$ cat config.mk
export PLATFORM = sky130hd
export DESIGN_NAME = soh_stx_etx_deframer_checker_unit
export DESIGN_NICKNAME = d
export VERILOG_FILES = /design/src/ssedf_pkg.sv /design/src/ssedf_frame_check.sv /design/src/soh_stx_etx_deframer_checker_unit.sv
export SDC_FILE = /design/constraint.sdc
export NUM_CORES = 1
export LEC_CHECK = 0
export ABC_AREA = 0
export BUFFER_PORTS_ARGS = -buffer_cell sky130_fd_sc_hd__buf_2
export CORE_MARGIN = 2
export CORE_UTILIZATION = 29
export DETAILED_ROUTE_END_ITERATION = 7
export GPL_TIMING_DRIVEN = 0
export SLEW_MARGIN = 20
export SYNTH_ARGS = -nofsm -noshare
export SYNTH_HDL_FRONTEND = slang
export SYNTH_SLANG_ARGS = --single-unit
$ cat constraint.sdc
create_clock -name clk -period 2.71 [get_ports clk]
set_input_delay 0.271 -clock clk [delete_from_list [all_inputs] [get_ports clk]]
set_output_delay 0.271 -clock clk [all_outputs]
set_load 0.02 [all_outputs]
$ cat src/ssedf_pkg.sv
package ssedf_pkg;

	localparam int ByteW    = 8;
	localparam int CountW   = 17;
	localparam int LenW     = 16;
	localparam int CodeW    = 3;
	localparam int CfgIdxW  = 2;
	localparam int OutDataW = 16;

	localparam logic [CountW-1:0] CountMax   = CountW'(65536);
	localparam logic [CountW-1:0] MinFrame   = CountW'(5);
	localparam logic [CountW-1:0] PayloadPos = CountW'(4);
	localparam logic [CountW-1:0] PosStart   = CountW'(0);
	localparam logic [CountW-1:0] PosLenHi   = CountW'(1);
	localparam logic [CountW-1:0] PosLenLo   = CountW'(2);
	localparam logic [CountW-1:0] PosText    = CountW'(3);

	typedef enum logic [CodeW-1:0] {
		ST_OK        = 3'd0,
		ST_SHORT     = 3'd1,
		ST_BAD_START = 3'd2,
		ST_BAD_TEXT  = 3'd3,
		ST_BAD_END   = 3'd4,
		ST_MISMATCH  = 3'd5
	} status_t;

	typedef enum logic [CfgIdxW-1:0] {
		CFG_START = 2'd0,
		CFG_TEXT  = 2'd1,
		CFG_END   = 2'd2
	} cfg_idx_t;

	typedef struct packed {
		logic [ByteW-1:0] start_m;
		logic [ByteW-1:0] text_m;
		logic [ByteW-1:0] end_m;
	} markers_t;

	typedef struct packed {
		logic             valid;
		logic [ByteW-1:0] payload;
		logic             eom;
		status_t          code;
	} result_t;

endpackage

$ cat src/ssedf_frame_check.sv
module ssedf_frame_check
	import ssedf_pkg::*;
(
	input  logic             clk,
	input  logic             arst_n,
	input  logic             step,
	input  logic [ByteW-1:0] rx_byte,
	input  logic             final_byte,
	input  markers_t         markers,
	output result_t          result
);

	logic [CountW-1:0] count_q;
	logic [LenW-1:0]   decl_len_q;
	logic              start_bad_q;
	logic              text_bad_q;

	logic [CountW-1:0] count_nx;
	logic [LenW-1:0]   decl_len_nx;
	logic              start_bad_nx;
	logic              text_bad_nx;

	always_comb begin
		count_nx     = (count_q < CountMax) ? count_q + CountW'(1) : count_q;
		decl_len_nx  = decl_len_q;
		start_bad_nx = start_bad_q;
		text_bad_nx  = text_bad_q;
		if (count_q == PosStart) begin
			start_bad_nx = (rx_byte != markers.start_m);
		end
		if (count_q == PosLenHi) begin
			decl_len_nx = {rx_byte, decl_len_q[ByteW-1:0]};
		end
		if (count_q == PosLenLo) begin
			decl_len_nx = {decl_len_q[LenW-1:ByteW], rx_byte};
		end
		if (count_q == PosText) begin
			text_bad_nx = (rx_byte != markers.text_m);
		end
	end

	always_comb begin
		result = '{valid: 1'b0, payload: '0, eom: 1'b0, code: ST_OK};
		if (final_byte) begin
			result.valid = 1'b1;
			result.eom   = 1'b1;
			if (count_nx < MinFrame) begin
				result.code = ST_SHORT;
			end else if (start_bad_nx) begin
				result.code = ST_BAD_START;
			end else if (text_bad_nx) begin
				result.code = ST_BAD_TEXT;
			end else if (rx_byte != markers.end_m) begin
				result.code = ST_BAD_END;
			end else if (count_nx != {1'b0, decl_len_nx}) begin
				result.code = ST_MISMATCH;
			end
		end else if (count_q >= PayloadPos && !start_bad_q && !text_bad_q) begin
			result.valid   = 1'b1;
			result.payload = rx_byte;
		end
	end

	always_ff @(posedge clk or negedge arst_n) begin
		if (!arst_n) begin
			count_q     <= '0;
			decl_len_q  <= '0;
			start_bad_q <= 1'b0;
			text_bad_q  <= 1'b0;
		end else if (step) begin
			if (final_byte) begin
				count_q     <= '0;
				decl_len_q  <= '0;
				start_bad_q <= 1'b0;
				text_bad_q  <= 1'b0;
			end else begin
				count_q     <= count_nx;
				decl_len_q  <= decl_len_nx;
				start_bad_q <= start_bad_nx;
				text_bad_q  <= text_bad_nx;
			end
		end
	end

`ifndef ASSERT_OFF
	a_count_sat: assert property (@(posedge clk) disable iff (!arst_n)
		count_q <= CountMax)
		else $error("byte count past saturation");

	a_clear_on_final: assert property (@(posedge clk) disable iff (!arst_n)
		step && final_byte |=> count_q == '0 && !start_bad_q && !text_bad_q)
		else $error("frame state not cleared after final beat");

	a_payload_pos: assert property (@(posedge clk) disable iff (!arst_n)
		result.valid && !result.eom |-> result.code == ST_OK && count_q >= PayloadPos)
		else $error("payload beat from header position");
`endif

endmodule

$ cat src/soh_stx_etx_deframer_checker_unit.sv
// soh/stx/etx deframer and frame checker
// input stream: one received byte per beat on s_axis_tdata, s_axis_tlast marks
// the last byte of the buffer
// output stream: payload bytes (tlast low, status zero) from byte position 4 on,
// then one status beat with tlast high on the buffer's last byte
// status is 0 ok, 1 short, 2 bad start, 3 bad stx, 4 bad etx, 5 length mismatch
// header and end bytes give no payload beat, nor do bytes after a marker error
// cfg port writes start, text and end markers (index 0, 1, 2); the user must write
// them only while idle, the block itself does not enforce it
// throughput: one byte per cycle if the receiver keeps up; an input register and
// a result register each advance when the stage ahead is empty or being drained
// when the receiver stalls on a pending result, the result holds and at most one
// more byte is taken into the input register before s_axis_tready drops
// reset clears the pipeline, the frame state and sets markers to 1, 2, 3
module soh_stx_etx_deframer_checker_unit
	import ssedf_pkg::*;
(
	input  logic                clk,
	input  logic                arst_n,
	input  logic                s_axis_tvalid,
	output logic                s_axis_tready,
	input  logic [ByteW-1:0]    s_axis_tdata,  // rx_byte
	input  logic                s_axis_tlast,
	output logic                m_axis_tvalid,
	input  logic                m_axis_tready,
	output logic [OutDataW-1:0] m_axis_tdata,  // payload_byte[7:0], status_code[10:8], zero
	output logic                m_axis_tlast,
	input  logic                cfg_we,
	input  logic [CfgIdxW-1:0]  cfg_index,
	input  logic [ByteW-1:0]    cfg_data
);

	markers_t         markers_q;
	logic             valid_s1;
	logic [ByteW-1:0] rx_byte_s1;
	logic             final_s1;
	logic             out_valid_q;
	logic [ByteW-1:0] payload_q;
	logic             eom_q;
	status_t          code_q;
	logic             advance;
	result_t          result;

	assign advance       = valid_s1 && (!out_valid_q || m_axis_tready);
	assign s_axis_tready = !valid_s1 || advance;

	always_ff @(posedge clk or negedge arst_n) begin
		if (!arst_n) begin
			markers_q <= '{start_m: 8'd1, text_m: 8'd2, end_m: 8'd3};
		end else if (cfg_we) begin
			case (cfg_index)
				CFG_START: markers_q.start_m <= cfg_data;
				CFG_TEXT:  markers_q.text_m  <= cfg_data;
				CFG_END:   markers_q.end_m   <= cfg_data;
				default:   markers_q         <= markers_q;
			endcase
		end
	end

	always_ff @(posedge clk or negedge arst_n) begin
		if (!arst_n) begin
			valid_s1 <= 1'b0;
		end else if (s_axis_tready) begin
			valid_s1 <= s_axis_tvalid;
		end
	end

	always_ff @(posedge clk) begin
		if (s_axis_tready && s_axis_tvalid) begin
			rx_byte_s1 <= s_axis_tdata;
			final_s1   <= s_axis_tlast;
		end
	end

	ssedf_frame_check u_check (
		.clk        (clk),
		.arst_n     (arst_n),
		.step       (advance),
		.rx_byte    (rx_byte_s1),
		.final_byte (final_s1),
		.markers    (markers_q),
		.result     (result)
	);

	always_ff @(posedge clk or negedge arst_n) begin
		if (!arst_n) begin
			out_valid_q <= 1'b0;
		end else if (advance) begin
			out_valid_q <= result.valid;
		end else if (m_axis_tready) begin
			out_valid_q <= 1'b0;
		end
	end

	always_ff @(posedge clk) begin
		if (advance && result.valid) begin
			payload_q <= result.payload;
			eom_q     <= result.eom;
			code_q    <= result.code;
		end
	end

	assign m_axis_tvalid = out_valid_q;
	assign m_axis_tdata  = {(OutDataW - ByteW - CodeW)'(0), code_q, payload_q};
	assign m_axis_tlast  = eom_q;

endmodule

==> results of run 1 <==
## Yosys cell counts (3+ instances only)
library cell / count
xnor2_1: 25
clkbuf_1: 15
inv_1: 8
a22o_1: 15
and3_1: 3
mux2_2: 24
buf_2: 5
o21ai_0: 24
edfxtp_1: 21
nand2b_1: 3
nor4_2: 4
buf_4: 6
nor3_1: 6
o31ai_1: 3
a21oi_1: 3
dfstp_2: 4
xor2_1: 29
dfrtp_1: 57
nand3b_1: 3
nand4_1: 9
nor2_1: 11
and2_1: 10
nor4_1: 9
nand2_1: 37
mux2i_1: 20
nand3_1: 7
ha_1: 5
## power by group through the flow
stage | sequential (mW) | clock [mW] | combinational [mW]
after floorplan | 1.59 | 0 | 0.685
after global placement | 1.59 | 0 | 0.903
after detailed placement | 1.60 | 0 | 0.918
after CTS | 1.58 | 1.26 | 0.948
after global routing | 1.61 | 1.31 | 1.05
final | 1.59 | 1.24 | 0.957
## cell families (layout without fill, tap and decap cells)
family                     count (synthesis)  count (layout)  share of synthesized area (%)
other                                      1               5                        0.08488
xor gates and xnor gates                  54              54                          10.71
DFF                                       82              82                          48.94
AOI/OAI and AO/OA                         54              54                          8.043
muxes                                     44              44                          10.65
buffers and inverters                     38             102                          4.503
adders and majority gates                  5               5                          1.416
and+or+nand+nor                          118             118                          15.66
## metal layers
layer	vias up	global-route usage [%]
li1	1529	-
met1	1597	17.21
met2	87	22.27
met3	17	2.806
met4	0	6.141
met5	-	0
## flip-flops by register name, summed over array words and instances, names as in the netlist
name and cells:
valid_s1 1, payload_q 8, u_check.start_bad_q 1, u_check.text_bad_q 1, m_axis_tvalid 1, rx_byte_s1 8, m_axis_tlast 1, u_check.decl_len_q 16
u_check.count_q 17, markers_q 24, final_s1 1, code_q 3
## repair_timing
| action | in CTS | in global routing |
|---|---|---|
| hold buffers | 0 | 0 |
| pin swaps | 8 | 6 |
| gates resized for setup | 11 | 12 |
| endpoints found under the setup margin | 3 | 15 |
| buffers inserted | 5 | 8 |
## how the worst max path moves through the flow
| stage | to | slack (ns) |
|---|---|---|
| after floorplan | code_q[2] | 0.30 |
| after global placement | code_q[2] | -0.10 |
| after detailed placement | code_q[0] | -0.13 |
| after CTS | code_q[0] | 0.001 |
| after global routing | code_q[0] | -0.03 |
| final | code_q[0] | 0.06 |
## through the flow
stage,hold slack [ns],area [um2],setup TNS (ns),cells
after CTS,0.04005,5231,0,644
after global routing,0.07241,5330,-0.05547,652
after global placement,0.4496,4853,-0.2813,625
after floorplan,-0.02459,4433,0,400
final,-0.003976,5330,0,652
after detailed placement,0.4045,4861,-0.3560,625
## worst max-delay path: stages, from the launching register on
cell,delay [ns]
dfrtp_1,0.37
buf_6,0.13
nor4_4,0.28
and4_1,0.25
buf_6,0.11
and2_4,0.20
mux2i_2,0.23
xor2_1,0.17
nand4_1,0.15
nor4_4,0.37
o31ai_1,0.12
## area by class of cell
cell class / instances / area (um2) / share of cell area (%)
inverters: 8 / 30.03 / 0.5634
repair buffers: 50 / 285.3 / 5.352
clock inverters: 5 / 61.31 / 1.150
plain buffers: 28 / 160.2 / 3.005
flip-flops and latches: 82 / 2168 / 40.68
clock buffers: 11 / 242.7 / 4.554
multi-input cells: 280 / 2147 / 40.28
well taps: 188 / 235.2 / 4.413
==> summary by stage, run 1 <==
Run status
The run finished, with violations left. The final reports fail on hold timing.

Worst setup path
The highest net fanout along the worst path is 7. Setup slack on the worst reg-to-reg path comes out at 0.06 ns. The critical path startpoint is u_check.count_q[4].

The length in cells of the worst reg-to-reg path is 10. The endpoint class of the critical path is a register. The worst setup path is launched from a register. For the worst setup path, the data arrival time is 2.74 ns. The terminus of the critical flop-to-flop path is code_q[0]. The type of the worst setup path is reg -> reg. The worst flop-to-flop path startpoint is u_check.count_q[4].

STA puts the critical path data required time at 2.80 ns.

Die
The starting density of the core is 29.39%. The total area inside the core boundary comes to 15030 um2. The die boundary width is 127.4 um. 43 I/O pins were placed.

The number of core rows is 45. The die height is 127.4 um. The floorplan step defined a die boundary enclosing 16240 um2.

STA
After layout, the worst path uses 97.86% of the clock period. The number of slew-limit violations in the final report is 0. For the pin with the worst max-slew slack, the measured transition is 0.8417 ns. In this run the tightest slew margin relative to its limit is 43.37%. The shortest clock period the worst path allows after layout is 2.652 ns. The number of setup violations in the final report is 0. Setup repair after global routing could not meet its margin everywhere. The worst hold margin is -0.003976 ns.

The hold violation total from the final report came to 12. Timing would allow up to 377.1 MHz. The final setup slack of the worst path is 0.05798 ns. The setup clock skew after layout is 0.008570 ns.

Yosys
Each instance of the synthesized netlist takes up on average 11.16 um2. The top cell type's share of synthesized area is 32.29%. The number of warnings issued by yosys is 0. Summed over all instances, the cell type with the most area after synthesis is dfrtp_1. The post-synthesis instance total is 396.

The mapped netlist covers 4418 um2. The sequential element share of the synthesized area is 48.94%. The number of enable flip-flop cells after synthesis is 21. The number of register bits inferred by synthesis is 82. The netlist uses 52 different library cells. In the post-synthesis netlist, the biggest area contributors are dfrtp_1, edfxtp_1, mux2_2. Counting flops with an async set or reset pin after synthesis yields a share of 74.39%. Among all flip-flop cells after synthesis, the most frequent one is dfrtp_1.

Power and ir drop
The share of total power dissipated in sequential elements is 41.9%. In this run the power density over the cells is 710.3 nW/um2. Net switching is 30.39% of the power.

The power share of the clock group is 32.8%. Summed over all nets, the switching power comes to 1.151 mW. The design draws 3.786 mW. The maximum ir drop on the vdd rail is 0.0002921 V. The leakage power total is 2.298 nW.

The combinational group share of total power is 25.3%. The internal power of the cells totals 2.635 mW.

Global route
Entering global routing, the biggest net connects 62 pins. The first-pass GRT wire length is 17060 um. The via count of the first global-routing pass is 3285.

The aggregate global routing overflow is 0. Global routing used 13.55% of the available tracks. The number of antenna violations at the first check in global routing is 0.

Layout
0 antenna diodes ended up in the layout. In the layout the commonest cells are dfrtp_1, buf_2, nand2_1. The synthesis-to-finish area growth is 20.65%. The number of nets at the end of the flow is 488. Measured on the finished design, the core utilization comes to 35.46%. After filler insertion, the fill cell instance count of the layout stands at 1489. The share of post-route cells with drive strength above 1 is 28.23%. The most frequent standard cell in the layout excluding fill and tap cells is dfrtp_1.

Detailed routing
The total routed wirelength is 10440 um. Using the TritonRoute via totals, the vias-per-cell ratio works out to 4.954. The total DRC errors in the routed layout is 0. After detailed routing, the met3 layer carries 472 um of wire.

The first-pass iteration count of the detailed router is 4. The detailed router finished its first iteration with 174 violations. The wire length per cell is 16.01 um. In the detailed route, the total length drawn on met2 is 5036 um. The routed layout has 3230 vias.

The count of nets left with antenna violations once routing finished came out at 0. After detailed routing, the wire length on met1 is 4715 um. The highest routing layer actually used is met4.

Clock tree
Clock latency on the worst-skew pair, taken at its later pin, is 0.34 ns. The maximum level of the CTS H-tree is 3. No sink is reached through more buffers than the 2 on the longest clock path. For this design, the sink count on the clock tree is 82.

Clock tree synthesis selected as its root buffer the cell clkbuf_16. The clock-pin slew on the worst setup and hold paths is 0.06 ns. TritonCTS built the clock tree.

The total CTS buffers is 9.

Place
OpenSTA, run right after detailed placement, puts the worst setup slack at -0.1316 ns. The congestion estimate from routability-driven global placement came to 0.8844. The count of buffers from port buffering is 37.

The HPWL after detailed placement is 7471 um.

Hold path
The class of the most critical hold timing path is in -> async.

Run
Across the run, the number of max-cap violations was 0.
Note: power is estimated with default switching activity, not from simulation.
==> run 2, diff against run 1 <==
CORE_UTILIZATION = 45   (was 29)
SLEW_MARGIN = unset   (was 20)
==> run 2 against run 1 <==
  * The flow finishes with violations (setup timing)
  * Worst hold slack gained 0.096 ns
  * Register-to-register slack lost 0.09 ns
  * Clock skew up 0.0059 ns
  * Power down 8.1%
  * Sequential share of layout area rose by 1.5 points
  * First-iteration DRC count is 13% lower
  * Cell area is 3.5% lower
  * Global-route usage is 7.0 points higher
  * Non-clock buffer count shrank 5
  * Count of clock-buffer cells in the layout is the same
  * Critical endpoint is now code_q[2]
  * Worst setup slack worse by 0.095 ns
  * Maximum frequency fell by 3.5%
  * Largest cell class unchanged
==> summary by stage, run 2 (same netlist as run 1, synthesis figures left out) <==
Run status
The run finished, with violations left. The final reports fail on setup timing.

Hold path
The beginning of the worst hold path is s_axis_tdata[2]. The number of stages on the worst hold path is 1. The class of the most critical hold timing path is in -> reg.

Detailed routing
In this run the remaining antenna-violating nets after routing total 0. The wire length per cell is 17.34 um. After detailed routing, the total wire length is 10270 um. The number of design-rule violations left by the first detailed-router iteration is 152. The total number of vias is 3111.

The total DRC errors in the routed layout is 0. The via density per instance is 5.255. Before antenna repair, the detailed router went through 5 iterations.

Layout
The total inserted antenna cells is 0. The most frequent standard cell in the layout excluding fill and tap cells is dfrtp_1. The number of flip-flops in the largest register is 24. The finished layout holds 592 standard cells, fillers aside. The final layout contains 483 nets. The synthesis-to-finish area growth is 16.37%. The largest registers in the layout are markers_q x24, u_check.count_q x17, u_check.decl_len_q x16. After routing the design area is 5141 um2. Cells with a size suffix above 1 make up 27.89% of the layout. The top cell types in the final layout, fill and taps aside, are dfrtp_1, buf_2, nand2_1. The register with the most flip-flops in the final layout is markers_q.

Global route
The first global-routing pass estimated 16150 um of wire. The maximum number of pins on one net before global-route repair is 33. Global routing finished with a remaining overflow of 0. Global routing used 20.51% of the available tracks across all layers. The number of antenna violations at the first check in global routing is 0.

The via count of the first global-routing pass is 2997.

STA
Setup repair after global routing could not meet its margin everywhere. After layout, the worst setup slack is -0.03683 ns. The worst path uses 101.4% of the clock period. The setup clock skew after layout is 0.01442 ns. The number of slew-limit violations in the final report was 0. The worst path in the final design needs a cycle of 2.747 ns, including I/O delays and setup. The achievable frequency is 364.1 MHz. After routing, the total negative slack on setup checks comes to -0.03705 ns. The worst pin sits at a relative slew slack of 12.72%. The hold violation total from the final report is 0. Setup violations remaining at the end of the flow were counted as 2.

At the pin with the least slew margin, the transition time is 1.306 ns.

Worst setup path
The dominant delay contributor by cell family on the critical path is simple AND/OR/NAND/NOR gates. In this run the critical register-to-register path is launched from u_check.count_q[14]. Measured in cells, the most critical reg-to-reg path has a length of 9. At the worst endpoint, the required time is 2.82 ns. For this design, the slowest cell found on the critical path is dfrtp_2. Counting both buffers and inverters, the worst setup path holds a total of 1. The type of the worst setup path is reg -> reg. The critical path goes through nor4_4, and4_1, buf_6, and2_4, mux2i_1, xor2_1, nand4_1, nor4_4, a21oi_1. The startpoint kind of the worst setup timing path is a register. The longest individual stage delay on the worst path is 0.46 ns.

The data arrival at the endpoint of the critical path is 2.86 ns. The total stage count of the critical path is 9. The cell that appears most often on the critical path is nor4_4. The worst setup path is captured at a register. The critical path startpoint is u_check.count_q[14]. The highest net fanout along the worst path is 7.

Power and ir drop
VDD sags by at most 0.0003266 V. In this run the power spent charging and discharging nets is 1.156 mW. In this run switching power makes up 33.22% of total power. The power share of the clock group is 26.7%.

Power spread over the standard cell area amounts to 676.9 nW/um2. Sequential cells burn 45.3% of the power. The leakage power total is 2.222 nW. The design internal power is 2.324 mW.

The combinational group share of total power is 28.0%.

Clock tree
The tree built by TritonCTS fans out to 82 sinks. The maximum level of the CTS H-tree is 3. TritonCTS built the clock tree. The clock-pin slew on the worst setup and hold paths is 0.09 ns. In this run, CTS created clock tree buffers numbering 9.

The later-pin clock latency in the skew report is 0.36 ns. The maximum count of clock buffers along a single path is 2. The root cell of the clock tree is clkbuf_8.

Die
The die is 103.1 um wide. The floorplan step set the die height to 103.1 um. The number of placed I/O pins is 43. The number of core rows is 36. The core region is 9639 um2. The initial utilization of the core area, before any placement, comes to 45.83%. The die outline area is 10630 um2.

Place
The number of placed instances, taps included, is 571. Detailed placement finished with a half-perimeter wire length of 7220 um. The congestion estimate from routability-driven global placement came to 0.8517. Summing all placed instances gives a cell area of 4805 um2. The count of buffers from port buffering is 37.

Run
Across the run, the number of max-cap violations was 0.
run 2: worst paths after layout:
kind | endpoint | slack, ns
worst max-delay path | code_q[2] | -0.04
worst min-delay path | rx_byte_s1[2] | 0.09
worst max register to register | code_q[2] | -0.04
worst min register to register | u_check.decl_len_q[8] | 0.51
max in group asynchronous | markers_q[16] | 1.51
min in group asynchronous | u_check.count_q[4] | 0.51
run 2: per-stage QoR:
stage | setup WS, ns | power (mW) | util, % | hold WS (ns)
6_report | -0.03683 | 3.480 | 53.34 | 0.09185
5_1_grt | -0.1321 | 3.668 | 53.34 | 0.07051
4_1_cts | 0.005680 | 3.483 | 52.67 | 0.07657
3_5_place_dp | -0.09564 | 2.518 | 49.84 | 0.3839
3_3_place_gp | -0.1024 | 2.500 | 49.64 | 0.4469
2_1_floorplan | 0.2953 | 2.274 | - | -0.02459
run 2: layout make-up:
| class | count | area, um2 |
|---|---|---|
| Fill cell | 869 | 4498 |
| Sequential cell | 82 | 2171 |
| Multi-Input combinational cell | 280 | 2151 |
| Timing Repair Buffer | 45 | 260.3 |
| Tap cell | 133 | 166.4 |
| Clock buffer | 11 | 162.7 |
| Buffer | 28 | 156.4 |
| Clock inverter | 5 | 43.79 |
| Inverter | 8 | 30.03 |
run 2: layer usage:
metal / GRT usage (%) / routed length (um)
met1: 28.94 / 4739
met2: 32.37 / 5009
met3: 3.864 / 428
met4: 5.870 / 87
met5: 0 / 0
run 2: power groups by stage:
stage	combinational (mW)	sequential (mW)	clock [mW]
floorplan	0.685	1.59	0
global placement	0.914	1.59	0
detailed placement	0.925	1.59	0
CTS	0.970	1.57	0.943
global route	1.07	1.60	0.993
finish	0.975	1.58	0.928
run 2: worst reg2reg max path, cell delays in order (launching register included):
cell	delay, ns
dfrtp_2	0.46
nor4_4	0.33
and4_1	0.27
buf_6	0.11
and2_4	0.20
mux2i_1	0.23
xor2_1	0.21
nand4_1	0.18
nor4_4	0.38
a21oi_1	0.12
run 2: timing repair:
item / in CTS / in global routing
hold buffers: 1 / 0
resized for setup: 11 / 14
endpoints found under the hold margin: 27 / 0
endpoints found under the setup margin: 3 / 15
pin swaps: 4 / 6
buffers inserted: 2 / 4
